--- src/design/spq_pkg.sv ---
// ----------------------------------------------------------------------------
// spq_pkg
// Shared types and constants for the sorted priority queue and its cells.
// ----------------------------------------------------------------------------
package spq_pkg;

    localparam int CMD_W    = 2;
    localparam int VALUE_W  = 32;
    localparam int STATUS_W = 2;
    localparam int COUNT_W  = 5;
    localparam int CAP_W    = 5;

    // command codes of an input transaction
    typedef enum logic [CMD_W-1:0] {
        CMD_INSERT = 2'd0,
        CMD_REMOVE = 2'd1,
        CMD_PEEK   = 2'd2
    } t_spq_cmd;

    // status codes of a result transaction
    typedef enum logic [STATUS_W-1:0] {
        ST_DONE  = 2'd0,
        ST_FULL  = 2'd1,
        ST_EMPTY = 2'd2
    } t_spq_status;

    // operation broadcast to every cell
    typedef enum logic [1:0] {
        OP_HOLD     = 2'd0,
        OP_INSERT   = 2'd1,
        OP_SHIFT_UP = 2'd2
    } t_spq_op;

    typedef struct packed {
        t_spq_cmd                   command;
        logic signed [VALUE_W-1:0]  value;
    } t_spq_in;

    typedef struct packed {
        t_spq_status                status;
        logic signed [VALUE_W-1:0]  top_value;
        logic                       top_valid;
        logic [COUNT_W-1:0]         count;
    } t_spq_out;

    // control broadcast from the top level to the cell chain
    typedef struct packed {
        t_spq_op                    op;
        logic signed [VALUE_W-1:0]  value;
    } t_spq_cell_ctrl;

endpackage

--- src/design/spq_cell.sv ---
// ----------------------------------------------------------------------------
// spq_cell
// One entry of the sorted chain: holds a value and takes its own, the new
// value, or a neighbor's value depending on the broadcast operation.
// ----------------------------------------------------------------------------
module spq_cell
    import spq_pkg::*;
(
    input  logic                       i_clk,
    input  t_spq_cell_ctrl             i_ctrl,
    input  logic                       i_occ,
    input  logic                       i_left_gt,
    input  logic signed [VALUE_W-1:0]  i_left_val,
    input  logic signed [VALUE_W-1:0]  i_right_val,
    output logic                       o_gt,
    output logic signed [VALUE_W-1:0]  o_val,
    output logic signed [VALUE_W-1:0]  o_nxt
);

    logic signed [VALUE_W-1:0] r_val;
    logic signed [VALUE_W-1:0] n_val;

    // stored entry strictly greater than the new value stays in place
    assign o_gt = i_occ && (r_val > i_ctrl.value);

    // next entry value
    always_comb begin
        unique case (i_ctrl.op)
            OP_INSERT: begin
                if (o_gt) begin
                    n_val = r_val;
                end else if (i_left_gt) begin
                    n_val = i_ctrl.value;
                end else begin
                    n_val = i_left_val;
                end
            end
            OP_SHIFT_UP: n_val = i_right_val;
            OP_HOLD:     n_val = r_val;
            default:     n_val = r_val;
        endcase
    end

    // entry register
    always_ff @(posedge i_clk) begin
        r_val <= n_val;
    end

    assign o_val = r_val;
    assign o_nxt = n_val;

endmodule

--- src/design/sorted_priority_queue.sv ---
// A result is registered and appears in the cycle after its command is accepted.
// Throughput: one command per cycle while the receiver does not stall; all cells insert or shift in parallel.
// A command is accepted while the previous result is being taken.
// Reset (synchronous, active low) empties the queue, sets capacity to 16
// and drops any pending result; stored entry values are not cleared.
// ----------------------------------------------------------------------------
// sorted_priority_queue
// Max-priority queue held as a descending chain of cells with insert,
// remove-max and peek commands.
// ----------------------------------------------------------------------------
module sorted_priority_queue
    import spq_pkg::*;
#(
    parameter int DEPTH = 16
)
(
    input  logic              i_clk,
    input  logic              i_rst_n,
    input  logic              i_in_valid,
    output logic              o_in_stall,
    input  t_spq_in           i_in,
    output logic              o_out_valid,
    input  logic              i_out_stall,
    output t_spq_out          o_out,
    input  logic              i_cfg_wr_en,
    input  logic [CAP_W-1:0]  i_cfg_wr_data
);

    localparam int CW   = $clog2(DEPTH + 1);
    localparam int CMPW = (CW > CAP_W) ? CW : CAP_W;

    logic [CW-1:0]             r_count;
    logic [CW-1:0]             n_count;
    logic [CAP_W-1:0]          r_cap;
    logic                      r_out_valid;
    t_spq_out                  r_out;
    t_spq_out                  n_out;
    logic                      accept;
    logic                      full;
    logic                      empty;
    t_spq_status               status;
    t_spq_cell_ctrl            ctrl;

    logic signed [VALUE_W-1:0] vals [DEPTH];
    logic signed [VALUE_W-1:0] nxts [DEPTH];
    logic                      gts  [DEPTH];

    // input transaction handshake
    assign o_in_stall = r_out_valid && i_out_stall;
    assign accept     = i_in_valid && !o_in_stall;

    // queue status
    assign full  = (r_count >= CW'(DEPTH)) || (CMPW'(r_count) >= CMPW'(r_cap));
    assign empty = (r_count == '0);

    // decode command into cell operation and new count
    always_comb begin
        status     = ST_DONE;
        ctrl.op    = OP_HOLD;
        ctrl.value = i_in.value;
        n_count    = r_count;
        unique case (i_in.command)
            CMD_INSERT: begin
                if (full) begin
                    status = ST_FULL;
                end else begin
                    ctrl.op = accept ? OP_INSERT : OP_HOLD;
                    n_count = r_count + CW'(1);
                end
            end
            CMD_REMOVE: begin
                if (empty) begin
                    status = ST_EMPTY;
                end else begin
                    ctrl.op = accept ? OP_SHIFT_UP : OP_HOLD;
                    n_count = r_count - CW'(1);
                end
            end
            default: status = ST_DONE;
        endcase
    end

    // cell chain
    for (genvar g = 0; g < DEPTH; g++) begin : g_cell
        logic                      occ;
        logic                      left_gt;
        logic signed [VALUE_W-1:0] left_val;
        logic signed [VALUE_W-1:0] right_val;

        assign occ = (CW'(g) < r_count);

        if (g == 0) begin : g_head
            assign left_gt  = 1'b1;
            assign left_val = '0;
        end else begin : g_body
            assign left_gt  = gts[g-1];
            assign left_val = vals[g-1];
        end

        if (g == DEPTH - 1) begin : g_tail
            assign right_val = '0;
        end else begin : g_inner
            assign right_val = vals[g+1];
        end

        spq_cell u_cell (
            .i_clk       (i_clk),
            .i_ctrl      (ctrl),
            .i_occ       (occ),
            .i_left_gt   (left_gt),
            .i_left_val  (left_val),
            .i_right_val (right_val),
            .o_gt        (gts[g]),
            .o_val       (vals[g]),
            .o_nxt       (nxts[g])
        );
    end

    // result of the accepted transaction
    always_comb begin
        n_out.status    = status;
        n_out.top_valid = (n_count != '0);
        n_out.top_value = (n_count != '0) ? nxts[0] : '0;
        n_out.count     = COUNT_W'(n_count);
    end

    // count and capacity registers
    always_ff @(posedge i_clk) begin
        if (!i_rst_n) begin
            r_count <= '0;
            r_cap   <= CAP_W'(16);
        end else begin
            if (accept) begin
                r_count <= n_count;
            end
            if (i_cfg_wr_en) begin
                r_cap <= i_cfg_wr_data;
            end
        end
    end

    // output register
    always_ff @(posedge i_clk) begin
        if (!i_rst_n) begin
            r_out_valid <= 1'b0;
        end else if (accept) begin
            r_out_valid <= 1'b1;
        end else if (!i_out_stall) begin
            r_out_valid <= 1'b0;
        end
    end

    always_ff @(posedge i_clk) begin
        if (accept) begin
            r_out <= n_out;
        end
    end

    assign o_out_valid = r_out_valid;
    assign o_out       = r_out;

`ifndef SYNTHESIS
    // count never passes the chain length
    a_count_bound: assert property (@(posedge i_clk) disable iff (!i_rst_n)
        r_count <= CW'(DEPTH))
        else $error("entry count above depth");

    // a completed insert grows the queue by one
    a_insert_grows: assert property (@(posedge i_clk) disable iff (!i_rst_n)
        (accept && i_in.command == CMD_INSERT && !full)
        |=> (r_count == $past(r_count) + CW'(1)))
        else $error("insert did not grow the queue");

    // pending result agrees with the stored count
    a_top_valid: assert property (@(posedge i_clk) disable iff (!i_rst_n)
        r_out_valid |-> (o_out.top_valid == (r_count != '0)))
        else $error("top valid disagrees with count");

    // head of the chain is the maximum
    a_sorted_head: assert property (@(posedge i_clk) disable iff (!i_rst_n)
        (r_count >= CW'(2)) |-> (vals[0] >= vals[1]))
        else $error("chain head out of order");
`endif

endmodule

--- config.mk ---
export PLATFORM = sky130hd
export DESIGN_NAME = sorted_priority_queue
export DESIGN_NICKNAME = d
export VERILOG_FILES = /design/src/design/spq_pkg.sv /design/src/design/spq_cell.sv /design/src/design/sorted_priority_queue.sv
export SDC_FILE = /design/constraint.sdc
export NUM_CORES = 2
export LEC_CHECK = 0
export ABC_CLOCK_PERIOD_IN_PS = 12400
export BUFFER_PORTS_ARGS = -buffer_cell sky130_fd_sc_hd__buf_4
export CAP_MARGIN = 20
export CORE_ASPECT_RATIO = 1.1
export CORE_MARGIN = 4
export CORE_UTILIZATION = 30
export DETAILED_ROUTE_END_ITERATION = 7
export PLACE_DENSITY_LB_ADDON = 0.1
export RECOVER_POWER = 100
export SLEW_MARGIN = 25
export SYNTH_ARGS = -nofsm -noshare
export SYNTH_HDL_FRONTEND = slang
export SYNTH_SLANG_ARGS = --single-unit
--- constraint.sdc ---
create_clock -name i_clk -period 12.4 [get_ports i_clk]
set_input_delay 0 -clock i_clk [delete_from_list [all_inputs] [get_ports i_clk]]
set_output_delay 0 -clock i_clk [all_outputs]
set_load 0.005 [all_outputs]
==> out/results.txt <==
The final cycle utilization of the critical path is 0.712. The worst-case IR drop observed on VDD is 0.0000916 V. The path with the worst hold slack has its endpoint at g_cell[0].u_cell.o_val[7]$_DFF_P_.

The worst hold path begins at i_in[7]. The routed metal-1 wirelength came out at 80400 um. STA puts the critical path data arrival time at 9.11 ns. In this run the critical register-to-register path is captured at g_cell[3].u_cell.o_val[9]$_DFFE_PP_.

The final number of max-transition violations is 678, and the TritonCTS buffer count is 73. From left edge to right edge, the die measures 364 um. The logs give 37.2k for the vias after detailed routing and 134000 um for the half-perimeter wire length after detailed placement. 0 antenna diodes ended up in the layout. Yosys printed 0 warnings.

The fraction of final layout cells sized beyond drive strength 1 came out at 0.0748. The tools report the final weighted congestion in routability-driven placement as 0.870. Timing would allow up to 113 MHz. After synthesis the cells add up to 0.0418 sq mm. Minimum clock period: 8.83 ns. The maximum fanout along the worst path works out to 70. Number of enable flip-flop cells after synthesis: 520. For the slack of the worst reg-to-reg path, the log shows 3.57 ns.

From synthesis to final layout, the design area changed by 13.6%. The filler cells instantiated in the layout total 14.2k. The tool flagged a number of max-cap violations equal to 22. For the via count of the first global-routing pass, the log shows 36.4k. The H-tree generated during clock tree synthesis spans 3 levels. For the worst setup path, the data required time is 12.68 ns. The tools report the utilization after layout as 0.343. Across the whole layout, storage elements account for 0.0165 sq mm. For this run, design rule violations remaining after detail routing come to 0. The run gives 0.302 as the starting density of the core. The run gives 563 as the total number of clock tree sinks. 86 I/O pins were placed.

The run gives 0.138 sq mm as the placeable core region. Counting instances, the worst hold path has a depth of 4. The routed wirelength normalized by instance count is 29.5 um.

Once placement finished, the instance area stood at 0.0448 sq mm. Setup slack on the critical path of the routed design comes to 3.57 ns. The count of nets left with antenna violations once routing finished came out at 0. After technology mapping, the gate count stands at 4401. The tools report the relative max-transition margin as -1.05.

The first detailed-routing pass ran for 5 iterations. The run finished, with violations left. Setup repair after global routing left no endpoint under its margin.

After detailed routing, the met2 layer carries 91000 um of wire. The clock-pin transition on the worst setup and hold timing paths is 0.06 ns, and the share of synthesized area occupied by flip-flops and latches is 0.394. The tools report the setup slack at placement as 6.05 ns. The total length of routed wires came out at 186000 um. The worst setup path is launched from a flop. For the final routed database, the setup TNS stands at 0 ns. The average via count per standard cell works out to 5.90. Overall global routing resource usage: 0.250. The tools report the standard-cell row count as 143. The startpoint identified for the worst register-to-register timing path is r_count[0]$_SDFFE_PN0P_. The slew of the pin with the lowest slew margin was 3.08 ns; the post-synthesis sequential element count was 563. In this run, placement finished with an instance count of 6119. The maximum number of pins on one net before global-route repair is 153, and the count of non-filler cells in the finished layout is 6305.

Counting every net in the synthesized netlist gives 4967. The mean cell area of the mapped netlist came out at 9.49 sq um. The tools report the clock root buffer master as sky130_fd_sc_hd__clkbuf_16. TritonCTS built the clock tree.

Uppermost layer routed: met4. The final design area excluding fillers is 0.0475 sq mm. The net count reported at finish came out at 5005. Buffers placed on the I/O ports in this run total 85. The logs give 3355 for the number of violations reported at the end of detailed-routing iteration 0 and 82 for the distinct cell type count of the synthesized netlist. Summed over all cells, the static leakage comes to 18.2 nW. The vertical die dimension is 399 um. The die covers 0.145 sq mm. The initial antenna violation count was 2; the count of cells along the worst register-to-register path was 13.

The first global-routing pass estimated 268000 um of wire. After global routing the overflow that remains totals 0. The clock passes through at most 3 buffers. For the multi-input combinational cell area, the log shows 0.0235 sq mm. Class of the tightest hold or removal check: in -> reg.

Across the routed clock network, the largest skew measured is 0.0343 ns. The clock reaches the later pin of the worst-skew pair after 0.69 ns. The count of endpoints failing hold in the final timing report was 0. The detailed-routed wire length on met3 is 8540 um. Setup violations remaining at the end of the flow were counted as 0. By startpoint and endpoint, the worst setup path is classified as reg -> reg. The dominant register cell in the synthesized netlist was sky130_fd_sc_hd__edfxtp_1. Dividing total power by cell area gives a power density of 127 mW/mm^2. STA classifies the critical path endpoint as a flop.

Async set-reset flop share out of synthesis: 0. The checks that failed: max-capacitance violations, max-slew violations.
[routing by layer]
metal | global-route usage | vias to the layer above
li1 | - | 17000
met1 | 0.328 | 18800
met2 | 0.433 | 1166
met3 | 0.0229 | 257
met4 | 0.0791 | 0
met5 | 0 | -
[metrics by stage]
stage / power (mW) / hold slack, ns
5_1_grt: 6.29 / 0.183
3_5_place_dp: 3.78 / 0.227
6_report: 6.03 / 0.172
2_1_floorplan: 3.23 / 0.110
3_3_place_gp: 3.77 / 0.224
4_1_cts: 6.08 / 0.117
[where the power goes]
group	switching, mW	total [mW]	internal (mW)
clock	0.956	2.27	1.31
combinational	0.889	1.33	0.436
sequential	0.149	2.43	2.28
[synth_stat cells (44+ instances only)]
| cell type | count | share of area |
|---|---|---|
| sky130_fd_sc_hd__nand4_1 | 98 | 0.015 |
| sky130_fd_sc_hd__o311ai_0 | 57 | 0.012 |
| sky130_fd_sc_hd__nor2b_1 | 122 | 0.018 |
| sky130_fd_sc_hd__nand2_1 | 514 | 0.046 |
| sky130_fd_sc_hd__o21ai_0 | 141 | 0.017 |
| sky130_fd_sc_hd__clkbuf_1 | 236 | 0.021 |
| sky130_fd_sc_hd__or3_1 | 103 | 0.015 |
| sky130_fd_sc_hd__a31oi_1 | 108 | 0.016 |
| sky130_fd_sc_hd__a21oi_1 | 238 | 0.029 |
| sky130_fd_sc_hd__edfxtp_1 | 520 | 0.37 |
| sky130_fd_sc_hd__nor2_1 | 233 | 0.021 |
| sky130_fd_sc_hd__and4_1 | 44 | 0.0092 |
| sky130_fd_sc_hd__inv_1 | 233 | 0.021 |
| sky130_fd_sc_hd__mux2i_1 | 102 | 0.024 |
| sky130_fd_sc_hd__ha_1 | 522 | 0.16 |
| sky130_fd_sc_hd__o311ai_1 | 104 | 0.022 |
| sky130_fd_sc_hd__nand3_1 | 331 | 0.040 |
| sky130_fd_sc_hd__a22oi_1 | 103 | 0.019 |
| sky130_fd_sc_hd__o221ai_1 | 65 | 0.014 |
| sky130_fd_sc_hd__a21o_1 | 47 | 0.0084 |
[worst max-delay path by stage]
| stage | endpoint | cells past startpoint | slack [ns] | from |
|---|---|---|---|---|
| 2_1_floorplan | g_cell[4].u_cell.o_val[0]$_DFFE_PP_ | 16 | 7.28 | r_count[0]$_SDFFE_PN0P_ |
| 3_3_place_gp | g_cell[6].u_cell.o_val[28]$_DFFE_PP_ | 15 | 6.21 | r_count[0]$_SDFFE_PN0P_ |
| 3_5_place_dp | g_cell[12].u_cell.o_val[28]$_DFFE_PP_ | 16 | 6.05 | r_count[0]$_SDFFE_PN0P_ |
| 4_1_cts | g_cell[12].u_cell.o_val[28]$_DFFE_PP_ | 16 | 6.05 | r_count[0]$_SDFFE_PN0P_ |
| 5_1_grt | g_cell[3].u_cell.o_val[7]$_DFFE_PP_ | 13 | 2.80 | r_count[0]$_SDFFE_PN0P_ |
| 6_report | g_cell[3].u_cell.o_val[9]$_DFFE_PP_ | 13 | 3.57 | r_count[0]$_SDFFE_PN0P_ |
[cells by family (layout without fill, tap and decap cells)]
logic type      Yosys count  count (layout)  synth area share
compound gates         1152            1152             0.196
xor+xnor                  1               1          0.000210
fa+ha+maj               522             522             0.156
buf+inv                 532             624            0.0505
flops                   563             563             0.394
mux                     103             103            0.0247
simple gates           1528            1528             0.178
[placed cells by master (no fill, tap or decap), types with 102 or more instances in the layout]
master	count
sky130_fd_sc_hd__a21oi_1	232
sky130_fd_sc_hd__a22oi_1	103
sky130_fd_sc_hd__a31oi_1	106
sky130_fd_sc_hd__buf_4	121
sky130_fd_sc_hd__edfxtp_1	520
sky130_fd_sc_hd__ha_1	522
sky130_fd_sc_hd__inv_1	232
sky130_fd_sc_hd__mux2i_1	102
sky130_fd_sc_hd__nand2_1	512
sky130_fd_sc_hd__nand3_1	331
sky130_fd_sc_hd__nor2_1	227
sky130_fd_sc_hd__nor2b_1	122
sky130_fd_sc_hd__o21ai_0	142
sky130_fd_sc_hd__o311ai_0	136
sky130_fd_sc_hd__or3_1	103
[timing repair]
item | CTS | global route
gates resized for setup | 0 | 0
setup buffers | 0 | 0
hold buffers | 55 | 0
endpoints found under the hold margin | 87 | 0
[worst max-delay path, cell delays in order (launching register included)]
cell and delay (ns):
sky130_fd_sc_hd__dfxtp_1 0.60, sky130_fd_sc_hd__inv_1 0.26, sky130_fd_sc_hd__ha_1 0.34, sky130_fd_sc_hd__nor2b_1 0.04, sky130_fd_sc_hd__o21ai_0 0.32, sky130_fd_sc_hd__a2111oi_0 0.33
sky130_fd_sc_hd__and2_0 0.26, sky130_fd_sc_hd__inv_1 0.07, sky130_fd_sc_hd__ha_1 1.85, sky130_fd_sc_hd__buf_4 0.78, sky130_fd_sc_hd__buf_4 0.70, sky130_fd_sc_hd__nor2_4 0.31
sky130_fd_sc_hd__a21oi_1 1.47, sky130_fd_sc_hd__clkbuf_1 1.01
[final cells by class]
class,instances,share of cell area
inverters,235,0.0188
clock inverters,35,0.00807
well taps,1812,0.0478
clock buffers,94,0.0426
repair buffers,260,0.0413
multi-input cells,3306,0.494
flip-flops and latches,563,0.347
[registers in the layout (all words and copies together) (netlist names)]
name	count
r_cap	5
o_out_valid	1
g_cell.u_cell.o_val	512
o_out	40
r_count	5
Power figures use the tool's default switching activity.
